==> src/sv/b64sd_pkg.sv <==
// shared types, constants and character class for the base64 section detector
`default_nettype none

package b64sd_pkg;

  // detector status codes, also the result status field
  localparam logic [1:0] ST_NONE  = 2'd0;
  localparam logic [1:0] ST_START = 2'd1;
  localparam logic [1:0] ST_INFO  = 2'd2;
  localparam logic [1:0] ST_END   = 2'd3;

  // header phase codes
  localparam logic [1:0] PH_IDLE   = 2'd0;
  localparam logic [1:0] PH_HEADER = 2'd1;
  localparam logic [1:0] PH_BODY   = 2'd2;

  // byte history patterns
  localparam logic [31:0] KEYWORD_TAIL  = 32'h73653634; // "se64"
  localparam logic [23:0] KEYWORD_LOWER = 24'h206261;   // " ba"
  localparam logic [23:0] KEYWORD_UPPER = 24'h204261;   // " Ba"
  localparam logic [31:0] BLANK_LINE    = 32'h0D0A0D0A;
  localparam logic [15:0] LINE_END      = 16'h0D0A;
  localparam logic [23:0] PAD_ONE       = 24'h3D0D0A;
  localparam logic [31:0] PAD_TWO       = 32'h3D3D0D0A;
  localparam logic [7:0]  PAD_CHAR      = 8'h3D;

  // length limits
  localparam int HEADER_MAX = 192;
  localparam int BODY_MIN   = 512;
  localparam int LINE_MIN   = 4;
  localparam int LINE_MAX   = 255;

  typedef struct packed {
    logic [1:0]  status;
    logic [31:0] section_start;
    logic [31:0] section_end;
  } b64sd_result_t;

  // letters, digits, '+', '/', CR and LF
  function automatic logic b64_char(input logic [7:0] c);
    logic ok;
    ok = (c >= 8'h30 && c <= 8'h39) || (c >= 8'h41 && c <= 8'h5A) ||
         (c >= 8'h61 && c <= 8'h7A) || c == 8'h2B || c == 8'h2F ||
         c == 8'h0A || c == 8'h0D;
    return ok;
  endfunction

endpackage

`default_nettype wire

==> src/sv/base64_section_detector.sv <==
// base64 section detector: input register, scan core and result register
//
// Usage:
//   in_*  channel: one transaction per stream byte, data byte and absolute
//         position. out_* channel: one transaction per input byte, carrying
//         status (0 none, 1 header, 2 body, 3 found) and, when status is 3,
//         the first and last body positions.
//   cfg_* channel: writes the exclusive upper bound on body length; always
//         ready; user must write only while the block is idle, not enforced.
// Timing:
//   a byte taken into the input register is scanned from there and its
//   result is registered in the result register when the byte advances.
//   Throughput is one byte per cycle while out_ready is high, set by the
//   single scan stage.
// Reset (rst_n low, synchronous) empties both registers, clears the byte
//   history and the detector state, and sets the length bound to all ones.
// Stall: while out_ready is low the result holds and the input register
//   still takes one more byte; then in_ready drops until the result leaves.
`default_nettype none

module base64_section_detector import b64sd_pkg::*; #(
  parameter int POSITION_BITS = 32
) (
  input  wire logic        clk,
  input  wire logic        rst_n,
  input  wire logic        in_valid,
  output logic             in_ready,
  input  wire logic [7:0]  in_data_byte,
  input  wire logic [31:0] in_byte_position,
  output logic             out_valid,
  input  wire logic        out_ready,
  output logic [1:0]       out_status,
  output logic [31:0]      out_section_start,
  output logic [31:0]      out_section_end,
  input  wire logic        cfg_valid,
  output logic             cfg_ready,
  input  wire logic [31:0] cfg_max_section_length
);

  localparam int WideBits = POSITION_BITS + 32;

  logic                     in_valid_r;
  logic [7:0]               in_byte_r;
  logic [POSITION_BITS-1:0] in_pos_r;
  logic                     out_valid_r;
  b64sd_result_t            out_r;
  logic [31:0]              max_len_r;
  logic                     advance, in_fire;
  logic [WideBits-1:0]      pos_wide;
  b64sd_result_t            core_res;

  assign advance   = in_valid_r && (!out_valid_r || out_ready);
  assign in_ready  = !in_valid_r || advance;
  assign in_fire   = in_valid && in_ready;
  assign cfg_ready = 1'b1;
  assign pos_wide  = WideBits'(in_byte_position);

  b64sd_core #(
    .POSITION_BITS(POSITION_BITS)
  ) u_core (
    .clk       (clk),
    .rst_n     (rst_n),
    .step_en   (advance),
    .data_byte (in_byte_r),
    .pos       (in_pos_r),
    .max_len   (max_len_r),
    .res       (core_res)
  );

  always_ff @(posedge clk) begin
    if (!rst_n) begin
      in_valid_r  <= 1'b0;
      out_valid_r <= 1'b0;
      max_len_r   <= '1;
    end else begin
      if (in_fire) begin
        in_valid_r <= 1'b1;
      end else if (advance) begin
        in_valid_r <= 1'b0;
      end
      if (advance) begin
        out_valid_r <= 1'b1;
      end else if (out_ready) begin
        out_valid_r <= 1'b0;
      end
      if (cfg_valid && cfg_ready) begin
        max_len_r <= cfg_max_section_length;
      end
    end
  end

  always_ff @(posedge clk) begin
    if (in_fire) begin
      in_byte_r <= in_data_byte;
      in_pos_r  <= pos_wide[POSITION_BITS-1:0];
    end
    if (advance) begin
      out_r <= core_res;
    end
  end

  assign out_valid         = out_valid_r;
  assign out_status        = out_r.status;
  assign out_section_start = out_r.section_start;
  assign out_section_end   = out_r.section_end;

endmodule

`default_nettype wire

==> src/sv/b64sd_core.sv <==
// detector state registers and per-byte scan logic
`default_nettype none

module b64sd_core import b64sd_pkg::*; #(
  parameter int POSITION_BITS = 32
) (
  input  wire logic                     clk,
  input  wire logic                     rst_n,
  input  wire logic                     step_en,
  input  wire logic [7:0]               data_byte,
  input  wire logic [POSITION_BITS-1:0] pos,
  input  wire logic [31:0]              max_len,
  output b64sd_result_t                 res
);

  localparam int WideBits = POSITION_BITS + 32;

  logic [31:0]              recent_low_r, recent_low_nxt;
  logic [23:0]              recent_high_r, recent_high_nxt;
  logic [1:0]               detect_state_r, detect_state_nxt;
  logic [1:0]               header_phase_r, header_phase_nxt;
  logic [POSITION_BITS-1:0] keyword_pos_r, keyword_pos_nxt;
  logic [POSITION_BITS-1:0] body_begin_r, body_begin_nxt;
  logic [POSITION_BITS-1:0] first_len_r, first_len_nxt;
  logic [POSITION_BITS-1:0] last_nl_r, last_nl_nxt;
  logic [POSITION_BITS-1:0] found_start_r, found_start_nxt;
  logic [POSITION_BITS-1:0] found_end_r, found_end_nxt;

  logic                     keyword_hit, is_blank, is_crlf, is_pad;
  logic [POSITION_BITS-1:0] pos_m1, pos_m3, pos_p1, pos_p2;
  logic [POSITION_BITS-1:0] header_len, line_len, run_len, len_m1, len_m3;
  logic                     fit_m1, fit_m3;
  logic [WideBits-1:0]      max_wide, start_wide, end_wide;

  assign recent_low_nxt  = {recent_low_r[23:0], data_byte};
  assign recent_high_nxt = {recent_high_r[15:0], recent_low_r[31:24]};

  assign keyword_hit = recent_low_nxt == KEYWORD_TAIL &&
                       (recent_high_nxt == KEYWORD_LOWER || recent_high_nxt == KEYWORD_UPPER);
  assign is_blank = recent_low_nxt == BLANK_LINE;
  assign is_crlf  = recent_low_nxt[15:0] == LINE_END;
  assign is_pad   = recent_low_nxt[23:0] == PAD_ONE || recent_low_nxt == PAD_TWO;

  assign pos_m1 = pos - POSITION_BITS'(1);
  assign pos_m3 = pos - POSITION_BITS'(3);
  assign pos_p1 = pos + POSITION_BITS'(1);
  assign pos_p2 = pos + POSITION_BITS'(2);

  assign header_len = pos_p1 - keyword_pos_r;
  assign line_len   = pos - body_begin_r;
  assign run_len    = pos - last_nl_r + POSITION_BITS'(1);
  assign len_m1     = pos_m1 - body_begin_r;
  assign len_m3     = pos_m3 - body_begin_r;

  assign max_wide = WideBits'(max_len);
  assign fit_m1 = len_m1 > POSITION_BITS'(BODY_MIN) && WideBits'(len_m1) < max_wide;
  assign fit_m3 = len_m3 > POSITION_BITS'(BODY_MIN) && WideBits'(len_m3) < max_wide;

  always_comb begin
    detect_state_nxt = detect_state_r;
    header_phase_nxt = header_phase_r;
    keyword_pos_nxt  = keyword_pos_r;
    body_begin_nxt   = body_begin_r;
    first_len_nxt    = first_len_r;
    last_nl_nxt      = last_nl_r;
    found_start_nxt  = found_start_r;
    found_end_nxt    = found_end_r;
    if (detect_state_r == ST_NONE) begin
      if (keyword_hit) begin
        detect_state_nxt = ST_START;
        header_phase_nxt = PH_HEADER;
        keyword_pos_nxt  = pos - POSITION_BITS'(6);
        body_begin_nxt   = '0;
      end
    end else if (detect_state_r == ST_START || detect_state_r == ST_INFO) begin
      if (header_phase_r == PH_HEADER && is_blank) begin
        header_phase_nxt = PH_BODY;
        body_begin_nxt   = pos_p1;
        if (header_len > POSITION_BITS'(HEADER_MAX)) begin
          header_phase_nxt = PH_IDLE;
          detect_state_nxt = ST_NONE;
        end
      end else if (header_phase_r == PH_BODY && is_crlf && first_len_r == '0) begin
        first_len_nxt = line_len;
        last_nl_nxt   = pos_p2;
        if (line_len <= POSITION_BITS'(LINE_MIN) || line_len > POSITION_BITS'(LINE_MAX)) begin
          header_phase_nxt = PH_IDLE;
          detect_state_nxt = ST_NONE;
        end
      end else if (header_phase_r == PH_BODY && is_crlf && !is_pad) begin
        last_nl_nxt = pos_p2;
        if (run_len < first_len_r && !is_blank) begin
          // short line closes the body
          if (fit_m1) begin
            found_start_nxt  = body_begin_r;
            found_end_nxt    = pos_m1;
            detect_state_nxt = ST_END;
            last_nl_nxt      = last_nl_r;
          end
        end else if (is_blank) begin
          if (fit_m3) begin
            found_start_nxt  = body_begin_r;
            found_end_nxt    = pos_m3;
            detect_state_nxt = ST_END;
            last_nl_nxt      = last_nl_r;
          end else begin
            detect_state_nxt = ST_NONE;
          end
        end
      end else if (header_phase_r == PH_BODY && is_pad) begin
        if (fit_m1) begin
          found_start_nxt  = body_begin_r;
          found_end_nxt    = pos_m1;
          detect_state_nxt = ST_END;
        end else begin
          detect_state_nxt = ST_NONE;
        end
      end else if (header_phase_r == PH_BODY && (b64_char(data_byte) || data_byte == PAD_CHAR)) begin
        detect_state_nxt = ST_INFO;
      end else if (header_phase_r == PH_BODY) begin
        detect_state_nxt = ST_NONE;
      end
    end
  end

  always_ff @(posedge clk) begin
    if (!rst_n) begin
      recent_low_r   <= '0;
      recent_high_r  <= '0;
      detect_state_r <= ST_NONE;
      header_phase_r <= PH_IDLE;
      keyword_pos_r  <= '0;
      body_begin_r   <= '0;
      first_len_r    <= '0;
      last_nl_r      <= '0;
      found_start_r  <= '0;
      found_end_r    <= '0;
    end else if (step_en) begin
      recent_low_r   <= recent_low_nxt;
      recent_high_r  <= recent_high_nxt;
      detect_state_r <= detect_state_nxt;
      header_phase_r <= header_phase_nxt;
      keyword_pos_r  <= keyword_pos_nxt;
      body_begin_r   <= body_begin_nxt;
      first_len_r    <= first_len_nxt;
      last_nl_r      <= last_nl_nxt;
      found_start_r  <= found_start_nxt;
      found_end_r    <= found_end_nxt;
    end
  end

  assign start_wide = WideBits'(found_start_nxt);
  assign end_wide   = WideBits'(found_end_nxt);

  always_comb begin
    res.status        = detect_state_nxt;
    res.section_start = '0;
    res.section_end   = '0;
    if (detect_state_nxt == ST_END) begin
      res.section_start = start_wide[31:0];
      res.section_end   = end_wide[31:0];
    end
  end

endmodule

`default_nettype wire
==> config.mk <==
export PLATFORM = sky130hd
export DESIGN_NAME = base64_section_detector
export DESIGN_NICKNAME = d
export VERILOG_FILES = /design/src/sv/b64sd_pkg.sv /design/src/sv/base64_section_detector.sv /design/src/sv/b64sd_core.sv
export SDC_FILE = /design/constraint.sdc
export NUM_CORES = 2
export LEC_CHECK = 0
export BUFFER_PORTS_ARGS = -buffer_cell sky130_fd_sc_hd__buf_4
export CAP_MARGIN = 20
export CORE_MARGIN = 10
export CORE_UTILIZATION = 40
export DETAILED_ROUTE_END_ITERATION = 16
export GPL_TIMING_DRIVEN = 0
export PLACE_DENSITY = 0.54
export SLEW_MARGIN = 30
export SYNTH_ARGS = -nofsm -noshare
export SYNTH_HDL_FRONTEND = slang
export SYNTH_HIERARCHICAL = 1
export SYNTH_SLANG_ARGS = --single-unit
==> constraint.sdc <==
create_clock -name clk -period 12.49 [get_ports clk]
set_input_delay 1.249 -clock clk [delete_from_list [all_inputs] [get_ports clk]]
set_output_delay 1.249 -clock clk [all_outputs]
set_load 0.005 [all_outputs]
==> Yosys cells after proc, flatten, opt, wreduce, memory -nomap -nowiden <==
Index checks and enable logic that the tools add are counted.
{ "op_classes": {"n_addsub": 11, "magnitude_cmp": 14, "n_eq_ne": 20, "n_mux": 57, "bitwise_logic": 2, "n_reduce_logical": 46} }
{ "op_table": {"columns": ["operator", "n"], "rows": [
  ["$mux W32", 30],
  ["$sub A32 B32 Y32", 5],
  ["$lt A32 B32 Y1", 3],
  ["$eq A24 B22 Y1 const B", 3],
  ["$add A32 B1 Y32 const B", 2],
  ["$gt A32 B10 Y1 const B", 2],
  ["$gt A32 B8 Y1 const B", 2],
  ["$mux W2", 23],
  ["$add A32 B2 Y32 const B", 1],
  ["$eq A32 B28 Y1 const B", 1],
  ["$eq A32 B30 Y1 const B", 1],
  ["$eq A32 B31 Y1 const B", 1],
  ["$le A32 B3 Y1 const B", 1],
  ["$logic_not A32 Y1", 1],
  ["$sub A32 B1 Y32 const B", 1],
  ["$sub A32 B2 Y32 const B", 1],
  ["$sub A32 B3 Y32 const B", 1],
  ["$eq A8 B6 Y1 const B", 3],
  ["$eq A16 B12 Y1 const B", 1],
  ["$eq A8 B4 Y1 const B", 2],
  ["$ge A8 B7 Y1 const B", 2],
  ["$le A8 B7 Y1 const B", 2],
  ["$logic_and A1 B1 Y1", 15],
  ["$logic_or A1 B1 Y1", 13],
  ["17 further kinds", 33]
]} }
{ "totals": {"ff_bits": 384, "inputBits": 77, "out_inout_bits": 69, "elab_cells": 168} }

==> Depth between registers and ports, before layout <==
{ "depth": {"ltp_word": 18, "ltp_mapped": 35, "depth_no_buf": 31} }

==> Hierarchy <==
Netlist, hierarchy kept.
{ "by_module_without_submodules": {"columns": ["mod", "instances", "cells_each", "area_per_inst_um2", "seq_area_each_um2"], "rows": [
  ["b64sd_core", 1, 3505, 25851.0, 4884.7],
  ["base64_section_detector", 1, 221, 4434.3, 3863.7]
]} }

==> Worst setup path after synthesis <==
No wires, ideal clock.
{ "synth_timing": {"path_type": "register -> register", "start": "register in_pos_r[5]", "end": "register out_r, in the netlist out_section_end[25], data pin", "setup_ps": 262, "arrival_ps": 6859, "required_time_ps": 12228, "setup_slack_ps": 5369, "stages_incl_launch_ff": 33, "n_path_buf": 4, "synth_period_minus_slack_ps": 7121, "path_cell_list": "edfxtp_1 > clkbuf_1 > or3_1 > nor2_1 > nand2_1 > or3_1 > or3_1 > clkbuf_1 > nor3_1 > nand2_1 > xnor2_1 > ha_1 > nand4_1 > or2_2 > nor3_1 > o21ai_0 > and4b_1 > or2_2 > ha_1 > a21o_1 > a21o_1 > a21o_1 > a21o_1 > a21oi_1 > o221ai_1 > o21ba_2 > nand2_1 > or2_2 > buf_2 > clkbuf_1 > o221a_2 > o21ai_0 > a21oi_1"} }
{ "synth_between": {"elab_chain_cells": 13, "elab_cells_between_ends": 45, "cone_classes": "add/sub (9); order compare (8); eq/ne (1); mux (23); reduce/logical (4)"} }
{ "synth_lines": {"columns": ["element", "line", "text"], "rows": [
  ["start: declaration", "base64_section_detector.sv:44", "logic [POSITION_BITS-1:0] in_pos_r;"],
  ["start signal: assignment", "base64_section_detector.sv:95", "in_pos_r <= pos_wide[POSITION_BITS-1:0];"],
  ["$sub A32 B2 Y32", "b64sd_core.sv:45", "assign pos_m3 = pos - POSITION_BITS'(3);"],
  ["$sub A32 B32 Y32", "b64sd_core.sv:53", "assign len_m3 = pos_m3 - body_begin_r;"],
  ["$gt A32 B10 Y1 / $lt A32 B32 Y1 (equally long branches)", "b64sd_core.sv:57", "assign fit_m3 = len_m3 > POSITION_BITS'(BODY_MIN) && WideBits'(len_m3) < max_wide;"],
  ["$logic_and A1 B1 Y1", "b64sd_core.sv:57", null],
  ["$mux W2", "b64sd_core.sv:101", "if (fit_m3) begin"],
  ["$mux W2", "b64sd_core.sv:100", "end else if (is_blank) begin"],
  ["$mux W2", "b64sd_core.sv:92", "if (run_len < first_len_r && !is_blank) begin"],
  ["$mux W2", "b64sd_core.sv:90", "end else if (header_phase_r == PH_BODY && is_crlf && !is_pad) begin"],
  ["$mux W2", "b64sd_core.sv:83", "end else if (header_phase_r == PH_BODY && is_crlf && first_len_r == '0) begin"],
  ["$mux W2", "b64sd_core.sv:76", "if (header_phase_r == PH_HEADER && is_blank) begin"],
  ["$mux W2", "b64sd_core.sv:75", "end else if (detect_state_r == ST_START || detect_state_r == ST_INFO) begin"],
  ["$mux W2", "b64sd_core.sv:68", "if (detect_state_r == ST_NONE) begin"],
  ["$eq A2 B2 Y1", "b64sd_core.sv:159", "if (detect_state_nxt == ST_END) begin"],
  ["end signal: assignment", "base64_section_detector.sv:98", "out_r <= core_res;"],
  ["end: declaration", "base64_section_detector.sv:46", "b64sd_result_t out_r;"]
]} }
Parallel ways exist; a longest one is shown, timed or not.
A chain may end at the register's enable or synchronous reset.

==> Worst setup path after layout <==
{ "layout_timing": {"start": "register in_pos_r[14]", "end": "register out_r, in the netlist out_section_end[31], data pin"} }
Same word-level chain as after synthesis.

==> flow_summary_export.csv <==
group,metric,value,unit
placement,hpwlAfterDp,96300,um
critical_path,critical_path.slowest_cell,"sky130_fd_sc_hd__nor4_1",
grt,largest_net_degree_at_the_start_of_global_routing,25,
routing,final_antenna_net_count,0,
worst_hold_path,min_to,"u_core/found_start_r[10]",
power,clkPwrFrac,38.5,%
final_layout,layout.filler_cells,7567,
routing,post_drt_wl_per_cell,23.9,um
timing,final_critical_path_setup_slack,2.20,ns
routing,dr_pass1_iterations,8,
floorplan,die-height,295,um
critical_path,worst_setup_path_end_kind,"flop",
final_layout,growth_of_design_area_from_synthesis_to_finish,13.1,%
yosys,ys_ff_latch,384,
grt,grt_first_pass_wirelength,174000,um
cts,cts-root-buf,"sky130_fd_sc_hd__clkbuf_16",
cts,worstSkewPairLatency,0.61,ns
final_layout,layout-drive-gt1-share,8.97,%
timing,fin_worst_hold_slack,0.449,ns
floorplan,floorplan.die.width,295,um
critical_path,crit-reg2reg-launch,"in_pos_r[14]",
critical_path,cpMostUsedCell,"sky130_fd_sc_hd__o21ai_0",
yosys,synth-edff-count,106,
yosys,largest_family_of_logic_cells_by_synthesized_area,"simple AND/OR/NAND/NOR gates",
timing,timing_hold_violations_final,0,
yosys,synthXorXnorAreaFrac,7.11,%
yosys,share_of_synthesized_area_occupied_by_flip_flops_and_latches,28.9,%
yosys,dominantRegCellSynth,"sky130_fd_sc_hd__dfxtp_1",
routing,detail_route.iter0.violations,2586,
power,p_sw_share,31.1,%
final_layout,final_cells,4928,
yosys,synth_cell_types,94,
cts,tritoncts,"yes",
critical_path,critical_path.startpoint_type,"flop",
power,share_seq_of_total_power,38.4,%
routing,via_count,28773,
floorplan,number_of_top_level_pins,146,
placement,finalWeightedCongestion,1.04,
floorplan,fp.coreArea,74700,um2
critical_path,reg2reg_slack,2.20,ns
cts,clk_pin_slew_worst_paths,0.06,ns
yosys,synth_fa_ha_area_share,12.1,%
yosys,synth_simple_gate_area_share,21.0,%
timing,tns,0,ns
timing,timing.final.setup_violations,0,
timing,slew_viol_final,0,
cts,tritoncts.num_buffers,46,
floorplan,core.rowCount,100,
placement,dp_cells,4844,
power,combPwrFrac,23.1,%
worst_hold_path,hold_class,"reg2reg",
floorplan,die_area,87100,um2
placement,buffer_ports.inserted,142,
power,power.switching,0.00108,W
timing,finalCriticalPeriod,10.29,ns
yosys,syn-instance-count,3726,
power,cell_internal_pwr,0.00240,W
routing,detail_route.vias_per_cell,5.84,
yosys,avgSynthCellArea,8.13,um2
floorplan,start_util,40.5,%
timing,fmax,97.2,MHz
timing,slew_headroom,23.8,%
power,cellLeakagePower,12.7,nW
timing,max_slew.worst_pin.slew,1.13,ns
critical_path,timing.rr.end,"out_section_end[31]",
grt,track_usage,26.2,%
power,total_power,0.00348,W
grt,grt_antenna_before_repair,5,
final_layout,final_nets,4290,
status,outcome,"finished clean",
grt,global_route.overflow_total,0,
cts,cts_hold_repair.buffers,0,
grt,number_of_global_route_vias_before_repair,27287,
placement,placement.setup.worst_slack,2.92,ns
worst_hold_path,hold_path_startpoint,"u_core/found_start_r[10]",
yosys,syn-cell-area,30300,um2
critical_path,worst_r2r_path_depth,28,
yosys,synth.area.mux_share,4.93,%
cts,cts_resized,0,
yosys,synth_compound_area_share,20.6,%
timing,grt_setup_unrepaired,"no",
job,drv.max_cap_violation_count,0,
worst_hold_path,holdPathStages,2,
power,power_per_cell_area,102,nW/um2
yosys,asyncSetResetFlopFracSynth,0,%
cts,clk_path_buf_depth,3,
yosys,syn_nets,4093,
routing,finalWirelength,118000,um
critical_path,cp_slowest_stage_delay,0.96,ns
cts,cts_htree_levels,2,
critical_path,worst_ep_required_time,12.89,ns
cts,clock_sink_count,384,
critical_path,data_arrival_time_of_the_critical_path,10.69,ns
timing,fin_skew,0.0368,ns
power,vdd_drop_max,0.000124,V
critical_path,setup.worst_path.class,"reg2reg",
timing,finalCritPeriodShare,82.4,%
critical_path,critPathMaxFanout,10,
cts,post-cts-setup-buffer-count,0,
yosys,yosysWarningCount,6,
routing,drc_errors,0,
## worst max-delay path, delay by kind of cell, from the launching register on
| family | cells | cell delay, ns |
|---|---|---|
| fa+ha+maj | 2 | 0.84 |
| buf+inv | 2 | 0.75 |
| compound gates | 12 | 2.60 |
| simple gates | 11 | 4.59 |
| flops | 1 | 0.55 |
| xor+xnor | 1 | 0.74 |
## layout by cell type, fill, tap and decap left out, drive strengths merged, types with 28 or more instances in the layout
cell type  count
xnor2        150
buf          201
inv          218
nand2b        58
a211oi        92
o211ai        35
xor2          96
nor3          92
nor4          46
nor2         472
a31oi         36
nand2        280
a21oi        278
clkbuf       200
o21ai        164
nand4         47
ha           285
and3          28
nand3         71
dfxtp        278
edfxtp       106
mux2i        130
o21a          42
or3           42
and2          45
a21o          72
## area by class of cell
cell class,instances,area (um2),share of cell area [%]
multi-input combinational,2943,20000,58.3
sequential,384,8750,25.5
clock buffer,68,1340,3.90
tap,969,1210,3.54
timing repair buffer,149,1200,3.49
buffer,184,837,2.44
inverter,215,807,2.36
clock inverter,15,154,0.449
antenna,1,2.50,0.00730
## power by group through the flow
stage | combinational (W) | clock [W] | sequential (W)
5_1_grt | 0.000885 | 0.00142 | 0.00134
6_report | 0.000805 | 0.00134 | 0.00134
4_1_cts | 0.000795 | 0.00137 | 0.00134
3_5_place_dp | 0.000789 | 0 | 0.00136
2_1_floorplan | 0.000539 | 0 | 0.00135
3_3_place_gp | 0.000782 | 0 | 0.00136
## cell families (layout without fill, tap and decap cells)
kind of cell    count (synthesis)  in the layout
buf+inv                       399            631
xor+xnor                      246            246
mux                           147            147
compound gates                944            944
fa+ha+maj                     290            290
simple gates                 1315           1315
other cells                     1              2
flops                         384            384
## synthesized netlist by cell type (all sizes together), types with 72 or more instances
master	n	area share, %
edfxtp	106	11
nand2	280	3.5
a21oi	278	4.6
o21ai	164	2.7
inv	215	2.7
xor2	96	2.8
nor2	472	5.9
xnor2	150	4.3
dfxtp	278	18
a21o	72	1.8
mux2i	130	4.3
a211oi	92	2.3
ha	285	12
clkbuf	131	1.6
nor3	92	1.5
## worst max path at each step
stage	start	end	slack (ns)	cells past startpoint
after floorplan	in_pos_r[5]	out_section_end[25]	5.37	32
after global placement	in_pos_r[14]	out_section_end[31]	2.40	27
after detailed placement	in_pos_r[14]	out_section_end[31]	2.92	28
after CTS	in_pos_r[14]	out_section_end[31]	2.87	28
after global routing	in_pos_r[14]	out_section_end[31]	2.14	30
final	in_pos_r[14]	out_section_end[31]	2.20	28
## layer usage
metal  up-vias  GRT usage [%]  share of wire, %
li1      13854              -                 -
met4         4           12.7               5.4
met2      1008           40.7                43
met5         -              0             0.023
met3       235           4.10               6.5
met1     13672           35.1                45
## sequential cells by signal, indices dropped and copies added, names as in the netlist
register,cells
out_valid,1
in_pos_r,32
u_core/body_begin_r,32
out_section_start,32
out_status,2
u_core/recent_high_r,16
u_core/detect_state_r,2
in_byte_r,8
in_valid_r,1
u_core/found_start_r,32
u_core/header_phase_r,2
out_section_end,32
u_core/recent_low_r,32
u_core/last_nl_r,32
max_len_r,32
u_core/first_len_r,32
u_core/found_end_r,32
u_core/keyword_pos_r,32
## stage by stage
step	utilization (%)	area, um2
after global routing	45.9	34300
after CTS	45.8	34200
after floorplan	-	30300
after detailed placement	43.9	32800
after global placement	43.6	32600
final	45.9	34300
Note: power is estimated with default switching activity, not from simulation.
